--- src/rtl/core/ifbs_pkg.sv ---
// Shared constants and the command type passed from front to back of the byte stuffer.
package ifbs_pkg;

	localparam logic [7:0] FLAG_BYTE     = 8'h7E;
	localparam logic [7:0] ESC_BYTE      = 8'h7D;
	localparam logic [7:0] ESC_MASK      = 8'h20;
	localparam int unsigned SEQ_SHIFT    = 6;
	localparam logic [7:0] ADDR_RESET    = 8'h03;

	localparam int unsigned QUEUE_DEPTH  = 4;
	localparam int unsigned QPTR_W       = $clog2(QUEUE_DEPTH);
	localparam int unsigned QCNT_W       = $clog2(QUEUE_DEPTH + 1);

	localparam int unsigned PADDR_W      = 3;
	localparam logic        REG_SENDER_ADDRESS = 1'b0;

	// One classified input item, ready for the back end to serialize.
	typedef struct packed {
		logic       hdr;      // emit frame header first
		logic       esc;      // payload byte needs an escape
		logic       last;     // close the frame after the payload
		logic       seq;      // sequence bit for the control byte
		logic [7:0] addr;     // address sampled with each item
		logic [7:0] data;     // raw payload byte
		logic [7:0] check;    // running check after this byte
	} cmd_t;

	function automatic logic [7:0] ctrl_byte(input logic seq);
		logic [7:0] c;
		c = 8'h00;
		c[SEQ_SHIFT] = seq;
		return c;
	endfunction

endpackage

--- src/rtl/core/info_frame_byte_stuffer.sv ---
// Top level of the information frame byte stuffer: config register, front, queue, back.
//
//  channel  | dir | handshake         | payload
//  ---------+-----+-------------------+------------------------------------------------
//  s_axis   | in  | s_tvalid/s_tready | tdata[7:0] data_byte, tlast last_byte,
//           |     |                   | tuser[0] first_byte, tuser[1] sequence_bit
//  m_axis   | out | m_tvalid/m_tready | tdata[7:0] frame_byte, tlast run_last,
//           |     |                   | tuser[0] frame_end
//  apb      | in  | psel/penable      | paddr 0x0: sender_address (bits 7:0)
//
// Each input item yields 1 to 8 output items; the back end serializes them at one
// output item per cycle while the output is not stalled.
// Input items are taken every cycle while the 4-entry command queue has room.
// Reset clears frame state, the running check and the queue; sender_address is 3.
// Output stalls hold the output register and back up into the queue, then drop s_tready once it is full.
module info_frame_byte_stuffer (
	input  logic                          clk,
	input  logic                          arst_n,
	// input stream
	input  logic                          s_tvalid,
	output logic                          s_tready,
	input  logic [7:0]                    s_tdata,   // [7:0] data_byte
	input  logic                          s_tlast,   // last_byte
	input  logic [1:0]                    s_tuser,   // [0] first_byte, [1] sequence_bit
	// output stream
	output logic                          m_tvalid,
	input  logic                          m_tready,
	output logic [7:0]                    m_tdata,   // [7:0] frame_byte
	output logic                          m_tlast,   // run_last
	output logic                          m_tuser,   // [0] frame_end
	// configuration
	input  logic                          psel,
	input  logic                          penable,
	input  logic                          pwrite,
	input  logic [ifbs_pkg::PADDR_W-1:0]  paddr,
	input  logic [31:0]                   pwdata,
	output logic [31:0]                   prdata,
	output logic                          pready
);

	logic [7:0]      sender_address_q;
	logic            s_accept;
	logic            q_full;
	logic            q_pop;
	logic            q_valid;
	ifbs_pkg::cmd_t  front_cmd;
	ifbs_pkg::cmd_t  head_cmd;

	// APB: always ready; one register at word 0.
	assign pready = 1'b1;
	assign prdata = (paddr[2] == ifbs_pkg::REG_SENDER_ADDRESS)
		? {24'h000000, sender_address_q} : 32'h00000000;

	always_ff @(posedge clk or negedge arst_n) begin
		if (!arst_n) begin
			sender_address_q <= ifbs_pkg::ADDR_RESET;
		end else if (psel && penable && pwrite && pready &&
			(paddr[2] == ifbs_pkg::REG_SENDER_ADDRESS)) begin
			sender_address_q <= pwdata[7:0];
		end
	end

	// Accept whenever the queue has a free slot.
	assign s_tready = !q_full;
	assign s_accept = s_tvalid && s_tready;

	ifbs_front u_front (
		.clk            (clk),
		.arst_n         (arst_n),
		.accept         (s_accept),
		.data_byte      (s_tdata),
		.first_byte     (s_tuser[0]),
		.last_byte      (s_tlast),
		.sequence_bit   (s_tuser[1]),
		.sender_address (sender_address_q),
		.cmd            (front_cmd)
	);

	ifbs_queue u_queue (
		.clk        (clk),
		.arst_n     (arst_n),
		.push       (s_accept),
		.push_cmd   (front_cmd),
		.full       (q_full),
		.pop        (q_pop),
		.head_valid (q_valid),
		.head_cmd   (head_cmd)
	);

	ifbs_back u_back (
		.clk        (clk),
		.arst_n     (arst_n),
		.head_valid (q_valid),
		.head_cmd   (head_cmd),
		.pop        (q_pop),
		.out_valid  (m_tvalid),
		.out_ready  (m_tready),
		.frame_byte (m_tdata),
		.run_last   (m_tlast),
		.frame_end  (m_tuser)
	);

endmodule

--- src/rtl/core/ifbs_front.sv ---
// Front end: accept input items, track frame state and the running check, build commands.
module ifbs_front (
	input  logic               clk,
	input  logic               arst_n,
	input  logic               accept,
	input  logic [7:0]         data_byte,
	input  logic               first_byte,
	input  logic               last_byte,
	input  logic               sequence_bit,
	input  logic [7:0]         sender_address,
	output ifbs_pkg::cmd_t     cmd
);

	logic       inside_q;
	logic [7:0] check_q;
	logic       open_frame;
	logic [7:0] check_next;

	assign open_frame = first_byte || !inside_q;
	assign check_next = open_frame ? data_byte : (check_q ^ data_byte);

	always_comb begin
		cmd.hdr   = open_frame;
		cmd.esc   = (data_byte == ifbs_pkg::FLAG_BYTE) || (data_byte == ifbs_pkg::ESC_BYTE);
		cmd.last  = last_byte;
		cmd.seq   = sequence_bit;
		cmd.addr  = sender_address;
		cmd.data  = data_byte;
		cmd.check = check_next;
	end

	always_ff @(posedge clk or negedge arst_n) begin
		if (!arst_n) begin
			inside_q <= 1'b0;
			check_q  <= 8'h00;
		end else if (accept) begin
			check_q  <= check_next;
			inside_q <= !last_byte;
		end
	end

endmodule

--- src/rtl/core/ifbs_queue.sv ---
// Short command queue that decouples the front end from the byte serializer.
module ifbs_queue (
	input  logic               clk,
	input  logic               arst_n,
	input  logic               push,
	input  ifbs_pkg::cmd_t     push_cmd,
	output logic               full,
	input  logic               pop,
	output logic               head_valid,
	output ifbs_pkg::cmd_t     head_cmd
);

	ifbs_pkg::cmd_t                 slot_q [ifbs_pkg::QUEUE_DEPTH];
	logic [ifbs_pkg::QPTR_W-1:0]    wr_ptr_q;
	logic [ifbs_pkg::QPTR_W-1:0]    rd_ptr_q;
	logic [ifbs_pkg::QCNT_W-1:0]    count_q;

	assign full       = (count_q == ifbs_pkg::QCNT_W'(ifbs_pkg::QUEUE_DEPTH));
	assign head_valid = (count_q != '0);
	assign head_cmd   = slot_q[rd_ptr_q];

	always_ff @(posedge clk) begin
		if (push) begin
			slot_q[wr_ptr_q] <= push_cmd;
		end
	end

	always_ff @(posedge clk or negedge arst_n) begin
		if (!arst_n) begin
			wr_ptr_q <= '0;
			rd_ptr_q <= '0;
			count_q  <= '0;
		end else begin
			if (push) begin
				wr_ptr_q <= wr_ptr_q + 1'b1;
			end
			if (pop) begin
				rd_ptr_q <= rd_ptr_q + 1'b1;
			end
			unique case ({push, pop})
				2'b10:   count_q <= count_q + 1'b1;
				2'b01:   count_q <= count_q - 1'b1;
				default: count_q <= count_q;
			endcase
		end
	end

endmodule

--- src/rtl/core/ifbs_back.sv ---
// Back end: walk the byte slots of the head command, one output byte per cycle while the output is not stalled.
module ifbs_back (
	input  logic               clk,
	input  logic               arst_n,
	input  logic               head_valid,
	input  ifbs_pkg::cmd_t     head_cmd,
	output logic               pop,
	output logic               out_valid,
	input  logic               out_ready,
	output logic [7:0]         frame_byte,
	output logic               run_last,
	output logic               frame_end
);

	typedef enum logic [2:0] {
		STEP_OPEN,
		STEP_ADDR,
		STEP_CTRL,
		STEP_HCHK,
		STEP_DATA,
		STEP_ESCD,
		STEP_CHK,
		STEP_CLOSE
	} step_t;

	step_t      step_q;
	logic       busy_q;
	step_t      step_cur;
	step_t      step_nxt;
	logic       is_final;
	logic       advance;
	logic       emit;
	logic [7:0] byte_cur;
	logic [7:0] ctrl;

	logic       out_valid_q;
	logic [7:0] byte_q;
	logic       run_last_q;
	logic       frame_end_q;

	assign ctrl     = ifbs_pkg::ctrl_byte(head_cmd.seq);
	assign step_cur = busy_q ? step_q : (head_cmd.hdr ? STEP_OPEN : STEP_DATA);
	assign advance  = !out_valid_q || out_ready;
	assign emit     = advance && head_valid;
	assign pop      = emit && is_final;

	// Next enabled slot after the current one, and whether the current one ends the item.
	always_comb begin
		step_nxt = STEP_OPEN;
		is_final = 1'b0;
		unique case (step_cur)
			STEP_OPEN:  step_nxt = STEP_ADDR;
			STEP_ADDR:  step_nxt = STEP_CTRL;
			STEP_CTRL:  step_nxt = STEP_HCHK;
			STEP_HCHK:  step_nxt = STEP_DATA;
			STEP_DATA: begin
				if (head_cmd.esc) begin
					step_nxt = STEP_ESCD;
				end else if (head_cmd.last) begin
					step_nxt = STEP_CHK;
				end else begin
					is_final = 1'b1;
				end
			end
			STEP_ESCD: begin
				if (head_cmd.last) begin
					step_nxt = STEP_CHK;
				end else begin
					is_final = 1'b1;
				end
			end
			STEP_CHK:   step_nxt = STEP_CLOSE;
			STEP_CLOSE: is_final = 1'b1;
			default:    is_final = 1'b1;
		endcase
	end

	always_comb begin
		unique case (step_cur)
			STEP_OPEN:  byte_cur = ifbs_pkg::FLAG_BYTE;
			STEP_ADDR:  byte_cur = head_cmd.addr;
			STEP_CTRL:  byte_cur = ctrl;
			STEP_HCHK:  byte_cur = head_cmd.addr ^ ctrl;
			STEP_DATA:  byte_cur = head_cmd.esc ? ifbs_pkg::ESC_BYTE : head_cmd.data;
			STEP_ESCD:  byte_cur = head_cmd.data ^ ifbs_pkg::ESC_MASK;
			STEP_CHK:   byte_cur = head_cmd.check;
			STEP_CLOSE: byte_cur = ifbs_pkg::FLAG_BYTE;
			default:    byte_cur = ifbs_pkg::FLAG_BYTE;
		endcase
	end

	always_ff @(posedge clk or negedge arst_n) begin
		if (!arst_n) begin
			busy_q      <= 1'b0;
			step_q      <= STEP_OPEN;
			out_valid_q <= 1'b0;
			byte_q      <= 8'h00;
			run_last_q  <= 1'b0;
			frame_end_q <= 1'b0;
		end else if (advance) begin
			out_valid_q <= head_valid;
			if (emit) begin
				busy_q      <= !is_final;
				step_q      <= step_nxt;
				byte_q      <= byte_cur;
				run_last_q  <= is_final;
				frame_end_q <= (step_cur == STEP_CLOSE);
			end
		end
	end

	assign out_valid  = out_valid_q;
	assign frame_byte = byte_q;
	assign run_last   = run_last_q;
	assign frame_end  = frame_end_q;

endmodule
--- config.mk ---
export PLATFORM = sky130hd
export DESIGN_NAME = info_frame_byte_stuffer
export DESIGN_NICKNAME = d
export VERILOG_FILES = /design/src/rtl/core/ifbs_pkg.sv /design/src/rtl/core/info_frame_byte_stuffer.sv /design/src/rtl/core/ifbs_front.sv /design/src/rtl/core/ifbs_queue.sv /design/src/rtl/core/ifbs_back.sv
export SDC_FILE = /design/constraint.sdc
export NUM_CORES = 1
export LEC_CHECK = 0
export BUFFER_PORTS_ARGS = -buffer_cell sky130_fd_sc_hd__clkbuf_2
export CAP_MARGIN = 25
export CORE_UTILIZATION = 51
export CTS_CLUSTER_SIZE = 14
export DETAILED_ROUTE_END_ITERATION = 12
export HOLD_SLACK_MARGIN = 0.06
export PLACE_DENSITY_LB_ADDON = 0.1
export SYNTH_ARGS = -nofsm -noshare
export SYNTH_HDL_FRONTEND = slang
export SYNTH_SLANG_ARGS = --single-unit
export TNS_END_PERCENT = 1
--- constraint.sdc ---
create_clock -name clk -period 2.62 [get_ports clk]
set_input_delay 0.131 -clock clk [delete_from_list [all_inputs] [get_ports clk]]
set_output_delay 0.131 -clock clk [all_outputs]
set_load 0.01 [all_outputs]
Word level (Yosys, flattened, before mapping)
Memories as Yosys holds them, arrays and structs flattened.
Cells that the tools add are included.
- register bits after elaboration: 39
- RAM bits: 112
- logic and storage cells: 67
- memories: 1
- memories (name ; words ; bits a word ; rd ports ; clocked after Yosys merged registers in ; wr ports ; line ; text):
    u_queue.slot_q ; 4 ; 28 ; 1 ; 0 ; 1 ; ifbs_queue.sv:13 ; ifbs_pkg::cmd_t slot_q [ifbs_pkg::QUEUE_DEPTH];
- add/sub/neg operators: 4
- equal/unequal tests: 12
- muxes and demuxes: 15
- bitwise logic cells: 4
- reductions and logical operators: 19
- operators with widths (cell ; count):
    $pmux W8 S7 ; 1
    $mux W8 ; 3
    $pmux W3 S7 ; 1
    $eq A8 B7 Y1 const B ; 2
    $eq A3 B3 Y1 const B ; 5
    $mux W3 ; 4
    $xor A8 B7 Y8 ; 1
    $xor A8 B8 Y8 ; 1
    $eq A3 B2 Y1 const B ; 2
    $logic_and A1 B1 Y1 ; 6
    $pmux W3 S2 ; 1
    $logic_not A1 Y1 ; 5
    $add A2 B1 Y2 const B ; 2
    $mux W1 ; 4
    $add A3 B1 Y3 const B ; 1
    $eq A3 B1 Y1 const B ; 1
    $logic_not A3 Y1 ; 1
    $logic_or A1 B1 Y1 ; 3
    $pmux W1 S3 ; 1
    $reduce_bool A3 Y1 ; 1
    $sub A3 B1 Y3 const B ; 1
    $eq A2 B1 Y1 const B ; 1
    $eq A2 B2 Y1 const B ; 1
    $not A1 Y1 ; 2
    3 further kinds ; 3

Longest topological paths before layout
Gate-level depths: netlist (run 1).
An unclocked memory read counts as a cell.
- word-level depth: 8
- depth in mapped cells: 12
- depth with buffers taken out: 11

Hierarchy
From an unflattened synthesis (run 1), not the netlist that was laid out.
- cells, all modules: 427
- area, all modules: 6786.5 um^2
- by module, submodules not included (module ; times used ; cells each ; area an instance (um^2)):
    ifbs_queue ; 1 ; 182 ; 4441.8
    ifbs_back ; 1 ; 113 ; 955.9
    ifbs_front ; 1 ; 78 ; 797.0
    info_frame_byte_stuffer ; 1 ; 54 ; 591.8

Worst setup path after synthesis (run 1)
Ideal clock, no wire load.
- path kind: register -> register
- from: register u_queue.rd_ptr_q[0] (netlist name)
- to: register u_queue.count_q[2] (netlist name)
- setup time: 0.079 ns
- data arrival time: 2.571 ns
- required time: 2.541 ns
- setup slack: -0.030 ns
- cell stages (with the launch flop): 13
- buffers on the path: 2
- period minus slack after synthesis: 2.650 ns
- path through: dfrtp_1 buf_4 buf_4 mux2i_1 o2bb2ai_1 a21boi_1 nor2_1 ha_1 inv_1 fa_1 xor2_1 nor2_1 xor2_1
- word-level cells in the longest chain between the ends: 8
- elaborated cells between the ends (all ways): 14
- RTL lines (element ; line ; text):
    start: declaration ; ifbs_queue.sv:15 ; logic [ifbs_pkg::QPTR_W-1:0] rd_ptr_q;
    start signal: assignment ; ifbs_queue.sv:38 ; rd_ptr_q <= rd_ptr_q + 1'b1;
    $mem_v2 Z4 W28 * ; -- ;
    $mux W3 (2 in series) ; ifbs_back.sv:42 ; assign step_cur = busy_q ? step_q : (head_cmd.hdr ? STEP_OPEN : STEP_DATA);
    $eq A3 B3 Y1 ; ifbs_back.sv:51 ; unique case (step_cur)
    $pmux W1 S3 * ; ifbs_back.sv:51 ;
    $logic_and A1 B1 Y1 * ; ifbs_back.sv:45 ; assign pop = emit && is_final;
    net q_pop ; info_frame_byte_stuffer.sv:44 ; logic q_pop;
    $eq A2 B1 Y1 / $eq A2 B2 Y1 (equally long branches) ; ifbs_queue.sv:40 ; unique case ({push, pop})
    $pmux W3 S2 / $reduce_bool A2 Y1 (equally long branches) ; -- ;
    end signal: assignment ; ifbs_queue.sv:41 ; 2'b10: count_q <= count_q + 1'b1;
    end signal: assignment ; ifbs_queue.sv:42 ; 2'b01: count_q <= count_q - 1'b1;
    end signal: assignment ; ifbs_queue.sv:43 ; default: count_q <= count_q;
    end: declaration ; ifbs_queue.sv:16 ; logic [ifbs_pkg::QCNT_W-1:0] count_q;
Mark *: on every way through the listed nets, which the timed path passes. The rest lies on a longest branch.
A chain may end at the register's enable or synchronous reset.

Worst setup path after layout (run 1)
- from: register u_queue.rd_ptr_q[1] (netlist name)
- to: register u_queue.count_q[2] (netlist name)
The elaborated chain is that of the path after synthesis.

==> results of run 1 <==
cells in the final DEF, fill, tap and decap left out, types with 3 or more instances in the layout:
cell,instances
sky130_fd_sc_hd__buf_4,28
sky130_fd_sc_hd__mux4_2,27
sky130_fd_sc_hd__nor3_1,4
sky130_fd_sc_hd__clkinv_2,4
sky130_fd_sc_hd__clkbuf_2,46
sky130_fd_sc_hd__nand2b_1,7
sky130_fd_sc_hd__nor2b_1,12
sky130_fd_sc_hd__a21oi_1,9
sky130_fd_sc_hd__bufinv_16,3
sky130_fd_sc_hd__mux2i_4,3
sky130_fd_sc_hd__dfrtp_1,35
sky130_fd_sc_hd__o22a_1,3
sky130_fd_sc_hd__a22oi_1,4
sky130_fd_sc_hd__dlygate4sd3_1,20
sky130_fd_sc_hd__a22o_1,4
sky130_fd_sc_hd__edfxtp_1,112
sky130_fd_sc_hd__xor2_1,6
sky130_fd_sc_hd__clkbuf_16,17
sky130_fd_sc_hd__nand2_1,19
sky130_fd_sc_hd__inv_1,9
sky130_fd_sc_hd__nor2_1,14
sky130_fd_sc_hd__o21ai_0,12
sky130_fd_sc_hd__and3_1,5
sky130_fd_sc_hd__mux2_2,18
sky130_fd_sc_hd__conb_1,25
sky130_fd_sc_hd__nand3_1,6
sky130_fd_sc_hd__ha_1,4
sky130_fd_sc_hd__xnor2_1,11
final cells by class:
| cell class | instances | share of cell area, % |
|---|---|---|
| flip-flops and latches | 151 | 54.9 |
| multi-input cells | 232 | 26.2 |
| clock buffers | 19 | 5.60 |
| well taps | 172 | 2.72 |
| inverters | 9 | 0.427 |
| repair buffers | 95 | 8.24 |
| clock inverters | 13 | 1.93 |
registers in the layout, indices dropped and copies added (netlist names):
signal and count:
u_back.run_last 1, sender_address_q 8, u_queue.rd_ptr_q 2, u_back.out_valid 1, u_back.frame_byte 8, u_back.step_q 3
u_front.check_q 8, u_queue.slot_q 112, u_back.frame_end 1, u_back.busy_q 1, u_front.inside_q 1, u_queue.count_q 3
u_queue.wr_ptr_q 2
power by group through the flow:
| stage | Sequential (mW) | Clock (mW) | Combinational (mW) |
|---|---|---|---|
| finish | 3.63 | 2.43 | 2.86 |
| floorplan | 3.59 | 0 | 1.92 |
| global placement | 3.63 | 0 | 2.72 |
| detailed placement | 3.66 | 0 | 2.75 |
| CTS | 3.62 | 2.48 | 2.78 |
| global route | 3.70 | 2.56 | 3.12 |
metrics by stage:
| step | setup TNS (ps) | total power, mW | setup slack, ps | hold WS (ps) | utilization [%] |
|---|---|---|---|---|---|
| after floorplan | 0 | 5.51 | 42.5 | -165 | - |
| after global placement | 0 | 6.35 | 89.8 | 257 | 55.8 |
| after detailed placement | -36.3 | 6.41 | -36.3 | 256 | 55.8 |
| after CTS | 0 | 8.88 | 25.4 | 233 | 62.1 |
| after global routing | -16.6 | 9.38 | -16.6 | 257 | 62.9 |
| final | 0 | 8.91 | 93.3 | 263 | 62.9 |
cell families (layout without fill, tap and decap cells):
kind of cell | Yosys count | after routing | synth area share (%)
flops | 151 | 151 | 66.2
simple gates | 76 | 76 | 5.97
compound gates | 56 | 56 | 5.95
mux | 52 | 52 | 13.6
buf+inv | 52 | 136 | 4.71
xor+xnor | 17 | 17 | 2.27
fa+ha+maj | 6 | 6 | 1.26
other cells | 2 | 25 | 0.114
worst register-to-register path, stage by stage, from the launching register on:
cell and delay, ps:
sky130_fd_sc_hd__dfrtp_2 510, sky130_fd_sc_hd__mux2_4 350, sky130_fd_sc_hd__mux2i_4 200, sky130_fd_sc_hd__o2bb2ai_4 150
sky130_fd_sc_hd__a21boi_2 80, sky130_fd_sc_hd__nor2_1 120, sky130_fd_sc_hd__ha_2 190, sky130_fd_sc_hd__inv_1 60
sky130_fd_sc_hd__fa_2 380, sky130_fd_sc_hd__xor2_1 150, sky130_fd_sc_hd__nor2_1 120, sky130_fd_sc_hd__xor2_1 150
metal layers:
layer	track usage (%)	vias up	wire, um
met4	8.57	0	175
met1	27.9	1973	5540
met2	33.9	105	6620
met5	0	-	0
met3	4.92	12	523
li1	-	1716	-
worst max-delay path by stage:
stage / slack [ps] / endpoint / start
floorplan: 40 / u_queue.count_q[2] / u_queue.rd_ptr_q[0]
global placement: 90 / u_queue.count_q[2] / u_queue.rd_ptr_q[1]
detailed placement: -40 / u_queue.count_q[2] / u_queue.rd_ptr_q[1]
CTS: 30 / u_queue.count_q[2] / u_queue.rd_ptr_q[1]
global route: -20 / u_queue.count_q[2] / u_queue.rd_ptr_q[1]
finish: 90 / u_queue.count_q[2] / u_queue.rd_ptr_q[1]
repair_timing:
action | in CTS | in global routing
pin swaps | 0 | 4
hold endpoints to repair | 87 | 0
gates resized for setup | 1 | 12
endpoints found under the setup margin | 1 | 1
hold buffers | 20 | 0
buffers inserted | 0 | 4
==> results.txt, run 1 <==
The flow ran to the end, and the final reports show no timing, DRC or antenna violations. The total iterations of the first detailed-routing run is 4. Per report_power, the clock group accounts for a little over a quarter of the total. The final weighted congestion of routability-driven global placement came out at approximately 0.79. The share of the yosys chip area belonging to registers is 66.2%.

The number of I/O pins is 98. The number of cells produced by synthesis came out at 412. Of all flip-flops after synthesis, the portion carrying an async set or reset was approximately a quarter. For this block, the initial DRC count from the detailed router was approximately 170. The y dimension of the die came out at between 100 and 150 um. Summing all placed instances gives a cell area of 0.00701 mm^2.

The max-slew violation total from the final report is 0. The area growth from synthesis to layout came out at 20.5%. At the pin with the least slew margin, the transition time is 747 ps. The total vias in the final route is 3806. Traced cell by cell, the critical path runs through mux2_4 > mux2i_4 > o2bb2ai_4 > a21boi_2 > nor2_1 > ha_2 > inv_1 > fa_2 > xor2_1 > nor2_1 > xor2_1. The total number of H-tree levels came out at 4. The worst setup path is captured at a flip-flop. The cell count after placement is 635. For this run, the leading register cell type out of synthesis is sky130_fd_sc_hd__edfxtp_1. The wire length after detailed routing came out at about 13 mm. The mean cell area of the mapped netlist is approximately 16 um^2. The endpoint identified for the worst register-to-register timing path is u_queue.count_q[2]. The cell row count is roughly 40. The number of synthesized flops with an enable pin came out at approximately 110. TritonCTS built the clock tree. The post-synthesis register bit count came out at about 150. The peak supply drop came out at 0.000531 V. The post-route cell area is between 0.007 and 0.008 mm^2.

The tightest min-delay check is of the in -> reg type. The worst-skew pair later-pin latency is ~430 ps. The top cell type by total area after synthesis is sky130_fd_sc_hd__edfxtp_1. Summed over all layers, the global routing overflow is 0. The number of vias per cell after detailed routing came out at approximately 5.5.

The routed wire length per instance came out at approximately 19 um. The number of hold violations in the final report is 0. The die covers 0.0133 mm^2.

Along the worst hold path, the cell count comes to 4. The portion of the clock cycle consumed by the worst path in the final layout came out at about 96%. The number of buffers inserted during clock tree synthesis came out at 17.

The leakage power summed over all cells is about 3 nW. The fraction of final layout cells with drive strength greater than 1 came out at 32.2%. For this design, the slowest cell found on the critical path is sky130_fd_sc_hd__dfrtp_2. The total area of multi-input combinational cells is approximately 0.0021 mm^2.

By area the synthesized netlist is led by sky130_fd_sc_hd__edfxtp_1, sky130_fd_sc_hd__dfrtp_1, sky130_fd_sc_hd__mux4_2, sky130_fd_sc_hd__buf_4, sky130_fd_sc_hd__mux2_2. In the routed design, unresolved DRC markers number 0. In this run the number of cells on the critical path is 11. The total power per unit cell area came out at 1130 mW/mm^2.

The startpoint identified for the worst hold timing path is s_tuser[0]. The number of global-route vias before repair was about 3700. The wire length of the first global-routing pass is between 15 and 20 mm. The largest net degree at the start of global routing is 40. The critical path required time is about 3000 ps. The setup slack on the worst flop-to-flop path came out at approximately 93 ps. The worst hold path terminates at u_queue.slot_q[0][27].

The global-route usage over all layers came out at a little over a fifth. The share of total power dissipated in sequential elements is about two fifths. The reg-to-reg critical path startpoint is u_queue.rd_ptr_q[1]. The starting density of the core came out at 52.2%. The type of element launching the critical path is a flip-flop.

The clock transition at the register clock pins on the worst setup and hold paths after CTS is about 60 ps. The largest stage delay on the critical path is between 500 and 600 ps. The headroom to the max-slew limit came out at 49.5%. The internal portion of the total power is about 6.2 mW. The top cell type's share of synthesized area is between 50% and 60%. The maximum clock path buffer count came out at 2.

The chip width came out at about 120 um. The initial antenna violation count was 0. In this design, the largest share of critical-path delay is due to adder cells. The setup clock skew after layout is around 21 ps. The max-cap violation count is 0.

The switching share of power came out at 31.0%. The data arrival time of the worst path is between 2000 and 3000 ps. The remaining antenna violation count is 0. The area of the core is around 0.013 mm^2. The number of cells on the worst reg-to-reg path is 11. The most common cell in the synthesized netlist is sky130_fd_sc_hd__edfxtp_1. The combinational fraction of design power came out at ~32%.

The count of placed standard cells in the final layout, fillers left out is roughly 690. The number of warnings reported in the yosys synthesis log is 0. The number of port buffers is 46. The HPWL after detailed placement came out at ~8.0 mm. The highest clock frequency the design can meet came out at roughly 0.4 GHz. Counting the fill cells in the layout gives 960. Setup violations remaining at the end of the flow were counted as 0. For this run, the post-layout net count is approximately 570. The commonest cells after synthesis are sky130_fd_sc_hd__edfxtp_1, sky130_fd_sc_hd__dfrtp_1, sky130_fd_sc_hd__buf_4, sky130_fd_sc_hd__mux4_2, sky130_fd_sc_hd__nand2_1. The number of different library cells in the post-synthesis netlist came out at 56.

The tree built by TritonCTS fans out to about 150 sinks. The final critical path time including I/O delays and setup came out at ~2500 ps. The number of antenna diodes in the final layout is 0. The maximum net fanout on the critical path is 7. In this run the power spent charging and discharging nets is approximately 2.8 mW. The sum of buffers and inverters on the critical path is 1. The storage element area came out at 0.00434 mm^2.

The setup path with the least slack is of type reg -> reg. The clock root buffer is sky130_fd_sc_hd__clkbuf_16. Summing every instance area after synthesis gives 0.00656 mm^2.
No activity file was read; power rests on OpenSTA's default activity.
==> run 2, diff against run 1 <==
- CORE_UTILIZATION: 51 -> 52
- SYNTH_HIERARCHICAL: default -> 1
==> run 2 against run 1 <==
Against the previous run:
- the run now ends with negative setup slack left
- maximum frequency fell by 4.2%
- cell area fell by 0.33%
- global-route usage fell by 0.097 points
- largest cell class unchanged
==> results.txt, run 2 <==
Setup slack on the worst reg-to-reg path comes out at -20 ps. The clock transition at the register clock pins on the worst setup and hold paths after CTS came out at 60 ps. The register with the most flip-flops is u_queue/slot_q.

The final weighted congestion of routability-driven global placement is approximately 0.90. The HPWL after detailed placement came out at between 8 and 9 mm. The core region is roughly 0.013 mm^2. Counting flops and latches in the post-synthesis netlist gives 151.

The final critical path takes up 101% of the cycle. The final total power is 8.71 mW. The top cell type's share of synthesized area is between 40% and 50%.

In this run the most critical hold path is launched from penable. STA puts the critical path data required time at 2960 ps. The most critical setup path has its startpoint at u_queue/rd_ptr_q[0]. The cell family contributing the most delay on the critical path is simple AND/OR/NAND/NOR gates. The count of inserted antenna diode cells is 0.

The number of I/O pins came out at 98. The maximum net fanout on the critical path came out at 4. The total power per unit cell area came out at around 1100 mW/mm^2. On the worst path, the slowest cell contributes a delay of approximately 520 ps.

TritonCTS built the clock tree. The final worst-path setup slack came out at -17.8 ps. The y dimension of the die is around 120 um. Traced cell by cell, the critical path runs through mux4_2 > or3_4 > o211ai_1 > nand4_1 > inv_2 > ha_4 > inv_2 > fa_2 > xor2_1 > nor2_1 > xor2_1. The checks that failed: negative setup slack.

The number of cells produced by synthesis came out at 427. The hold slack is 159 ps. Max-cap violations in this run came to 0.

The number of hold violations in the final report was 0. The register with the most flip-flops in the layout has ~110 of them. The dominant cell by count in the synthesized netlist is sky130_fd_sc_hd__edfxtp_1. The largest individual stage delay along the critical path comes from the cell sky130_fd_sc_hd__mux4_2. The number of global-route vias before repair is 3691. After synthesis, the cell types taking the most area are sky130_fd_sc_hd__edfxtp_1, sky130_fd_sc_hd__dfrtp_1, sky130_fd_sc_hd__mux4_2, sky130_fd_sc_hd__buf_4, sky130_fd_sc_hd__mux2_2.

In this run the clock root is driven by a sky130_fd_sc_hd__clkbuf_16. The total DRC errors in the routed layout is 0. The wire length of the first global-routing pass is ~20 mm. The worst setup path is launched from a flip-flop. The xor and xnor fraction of the mapped netlist area came out at a little over 2%.

The setup clock skew after layout is about 9.3 ps. In this run the deepest clock path goes through 2 buffers. The area growth from synthesis to layout is 16.2%. The most used flip-flop cell after synthesis is sky130_fd_sc_hd__edfxtp_1. The global-route usage over all layers is a little over a fifth. The number of clock sinks is between 150 and 200. The number of buffers inserted during clock tree synthesis is 17. The total vias in the final route is 3764.

In the layout the commonest cells are sky130_fd_sc_hd__edfxtp_1, sky130_fd_sc_hd__clkbuf_2, sky130_fd_sc_hd__dfrtp_1. Leaving out fill and tap cells, the most frequent cell in the layout is sky130_fd_sc_hd__edfxtp_1. The leakage power summed over all cells is roughly 3 nW. The initial antenna violation count came out at 0. The flow ran to the end, but the final reports show violations. The total overflow left after global routing is 0. After synthesis, the largest family of logic cells by area is multiplexers. The wire length after detailed routing is between 10 and 15 mm. The commonest cells after synthesis are sky130_fd_sc_hd__edfxtp_1, sky130_fd_sc_hd__buf_4, sky130_fd_sc_hd__dfrtp_1, sky130_fd_sc_hd__mux4_2, sky130_fd_sc_hd__nor2_1. For the pin with the worst max-slew slack, the measured transition is between 800 and 900 ps. The number of gates resized after CTS was 0. Summing the areas of all fa, ha and maj instances in the mapped netlist gives about 1.2% of the synthesized area. The reg-to-reg critical path startpoint is u_queue/rd_ptr_q[0]. The async set-reset flop share out of synthesis is around a quarter. The simple logic cell fraction of the synthesized area is about a tenth. The die covers 0.0135 mm^2. After the last flow step, the layout net total stands at 562.

The compound-cell area share of the yosys netlist is 4.83%. The fraction of final layout cells with drive strength greater than 1 came out at between 30% and 40%. The headroom to the max-slew limit came out at ~42%. Summed over all instances, the cell type with the most area after synthesis is sky130_fd_sc_hd__edfxtp_1. The number of vias per cell after detailed routing is about 5.5. The filler cell count in the final layout is just under 1000. The number of port buffers came out at 46. The number of synthesized flops with an enable pin came out at roughly 110.

The mean cell area of the mapped netlist came out at between 15 and 20 um^2. The highest clock frequency the design can meet came out at approximately 0.38 GHz. The cell row count came out at ~40. The post-synthesis instance area is roughly 0.0068 mm^2. Measured along the x axis, the die boundary spans roughly 120 um. The peak supply drop came out at around 0.0006 V. The number of different library cells in the post-synthesis netlist is slightly above 50.

The class of the tightest hold or removal check is in -> reg. The worst-skew pair later-pin latency came out at 420 ps. Setup repair after global routing could not meet its margin everywhere. The kind of end point of the critical path is a flip-flop.

The number of warnings reported in the yosys synthesis log is 6. The pre-antenna-repair detailed-routing pass consisted of 6 iterations. The routed wire length per instance came out at around 19 um. The clock tree synthesis step divided the H-tree into 4 levels. The share of the yosys chip area belonging to registers came out at between 60% and 70%. The initial utilization of the core area, before any placement, comes to a little over half.

The detail route stage leaves a number of antenna-violating nets equal to 0. The starting DRC count in detailed routing came out at around 290. The number of buffers and inverters on the critical path is 2. The mux contribution to synthesized area is 11.1%.

The data arrival time of the worst path came out at ~3000 ps. The number of setup violations in the final report came out at 1. The max-slew violation total from the final report is 0.

The final critical path time including I/O delays and setup is around 2600 ps. Entering global routing, the biggest net connects 29 pins. The path type of the worst setup path is reg -> reg.
[run 2: changes by cell type after synthesis, sizes merged, moves of 7 or more]
cell,before,now
buf,34,57
mux2,20,9
and2b,0,8
clkbuf,9,2
a221o,1,8
nand3b,1,9
nand3,7,0
and2,0,13
nor2b,12,5
[run 2: layout make-up]
type                    count  area, um^2  share of cell area [%]
inverters                  11        41.3                   0.524
clock inverters            11         101                    1.29
multi-input cells         229        2070                    26.3
clock buffers              21         450                    5.71
well taps                 172         215                    2.73
repair buffers             93         658                    8.35
flip-flops and latches    151        4340                    55.1
[run 2: path summary, 6_finish.rpt]
check,end,cells after the start
setup / recovery,u_queue/count_q[2],11
hold / removal,sender_address_q[7],3
setup reg to reg,u_queue/count_q[2],11
hold reg to reg,u_queue/count_q[2],1
max in group asynchronous,sender_address_q[0],3
min in group asynchronous,u_back/step_q[1],2
[run 2: routing by layer]
metal | wire [um] | vias to the layer above | global-route usage (%)
li1 | - | 1716 | -
met1 | 5680 | 1908 | 28.4
met2 | 6350 | 130 | 32.8
met3 | 637 | 10 | 4.88
met4 | 130 | 0 | 9.15
met5 | 0 | - | 0
[run 2: kinds of logic (layout without fill, tap and decap cells)]
logic type               after synthesis  in the layout
other                                  2             25
buffers and inverters                 70            136
AND/OR/NAND/NOR                       99             99
adder cells (fa/ha/maj)                6              6
flip-flops                           151            151
AO/OA/AOI/OAI                         44             44
multiplexers                          39             39
XOR/XNOR                              16             16
[run 2: timing repair]
| item | 4_1_cts | 5_1_grt |
|---|---|---|
| endpoints found under the setup margin | 1 | 1 |
| endpoints found under the hold margin | 75 | 0 |
| pin swaps | 6 | 4 |
| setup buffers | 3 | 0 |
| hold buffers | 20 | 0 |
[run 2: metrics by stage]
stage	cells	utilization (%)	area, um^2	TNS [ps]	setup slack [ps]
after global routing	688	62.2	7880	-149	-149
after detailed placement	633	56.1	7110	-73.0	-73.0
after global placement	633	56.1	7110	-23.3	-23.3
after floorplan	450	-	6890	-346	-232
final	688	62.2	7880	-17.8	-17.8
after CTS	688	62.2	7880	-25.4	-25.4
[run 2: where the power goes]
part / total, mW / switching (mW) / internal [mW]
Clock: 2.26 / 0.932 / 1.33
Combinational: 2.77 / 1.45 / 1.31
Sequential: 3.68 / 0.369 / 3.31
Total: 8.71 / 2.75 / 5.95
[run 2: worst reg2reg max path, cell delays in order, from the launching register on]
cell                       delay (ps)
sky130_fd_sc_hd__dfrtp_2          400
sky130_fd_sc_hd__mux4_2           520
sky130_fd_sc_hd__or3_4            380
sky130_fd_sc_hd__o211ai_1          90
sky130_fd_sc_hd__nand4_1          160
sky130_fd_sc_hd__inv_2            110
sky130_fd_sc_hd__ha_4             130
sky130_fd_sc_hd__inv_2             30
sky130_fd_sc_hd__fa_2             330
sky130_fd_sc_hd__xor2_1           140
sky130_fd_sc_hd__nor2_1           120
sky130_fd_sc_hd__xor2_1           140
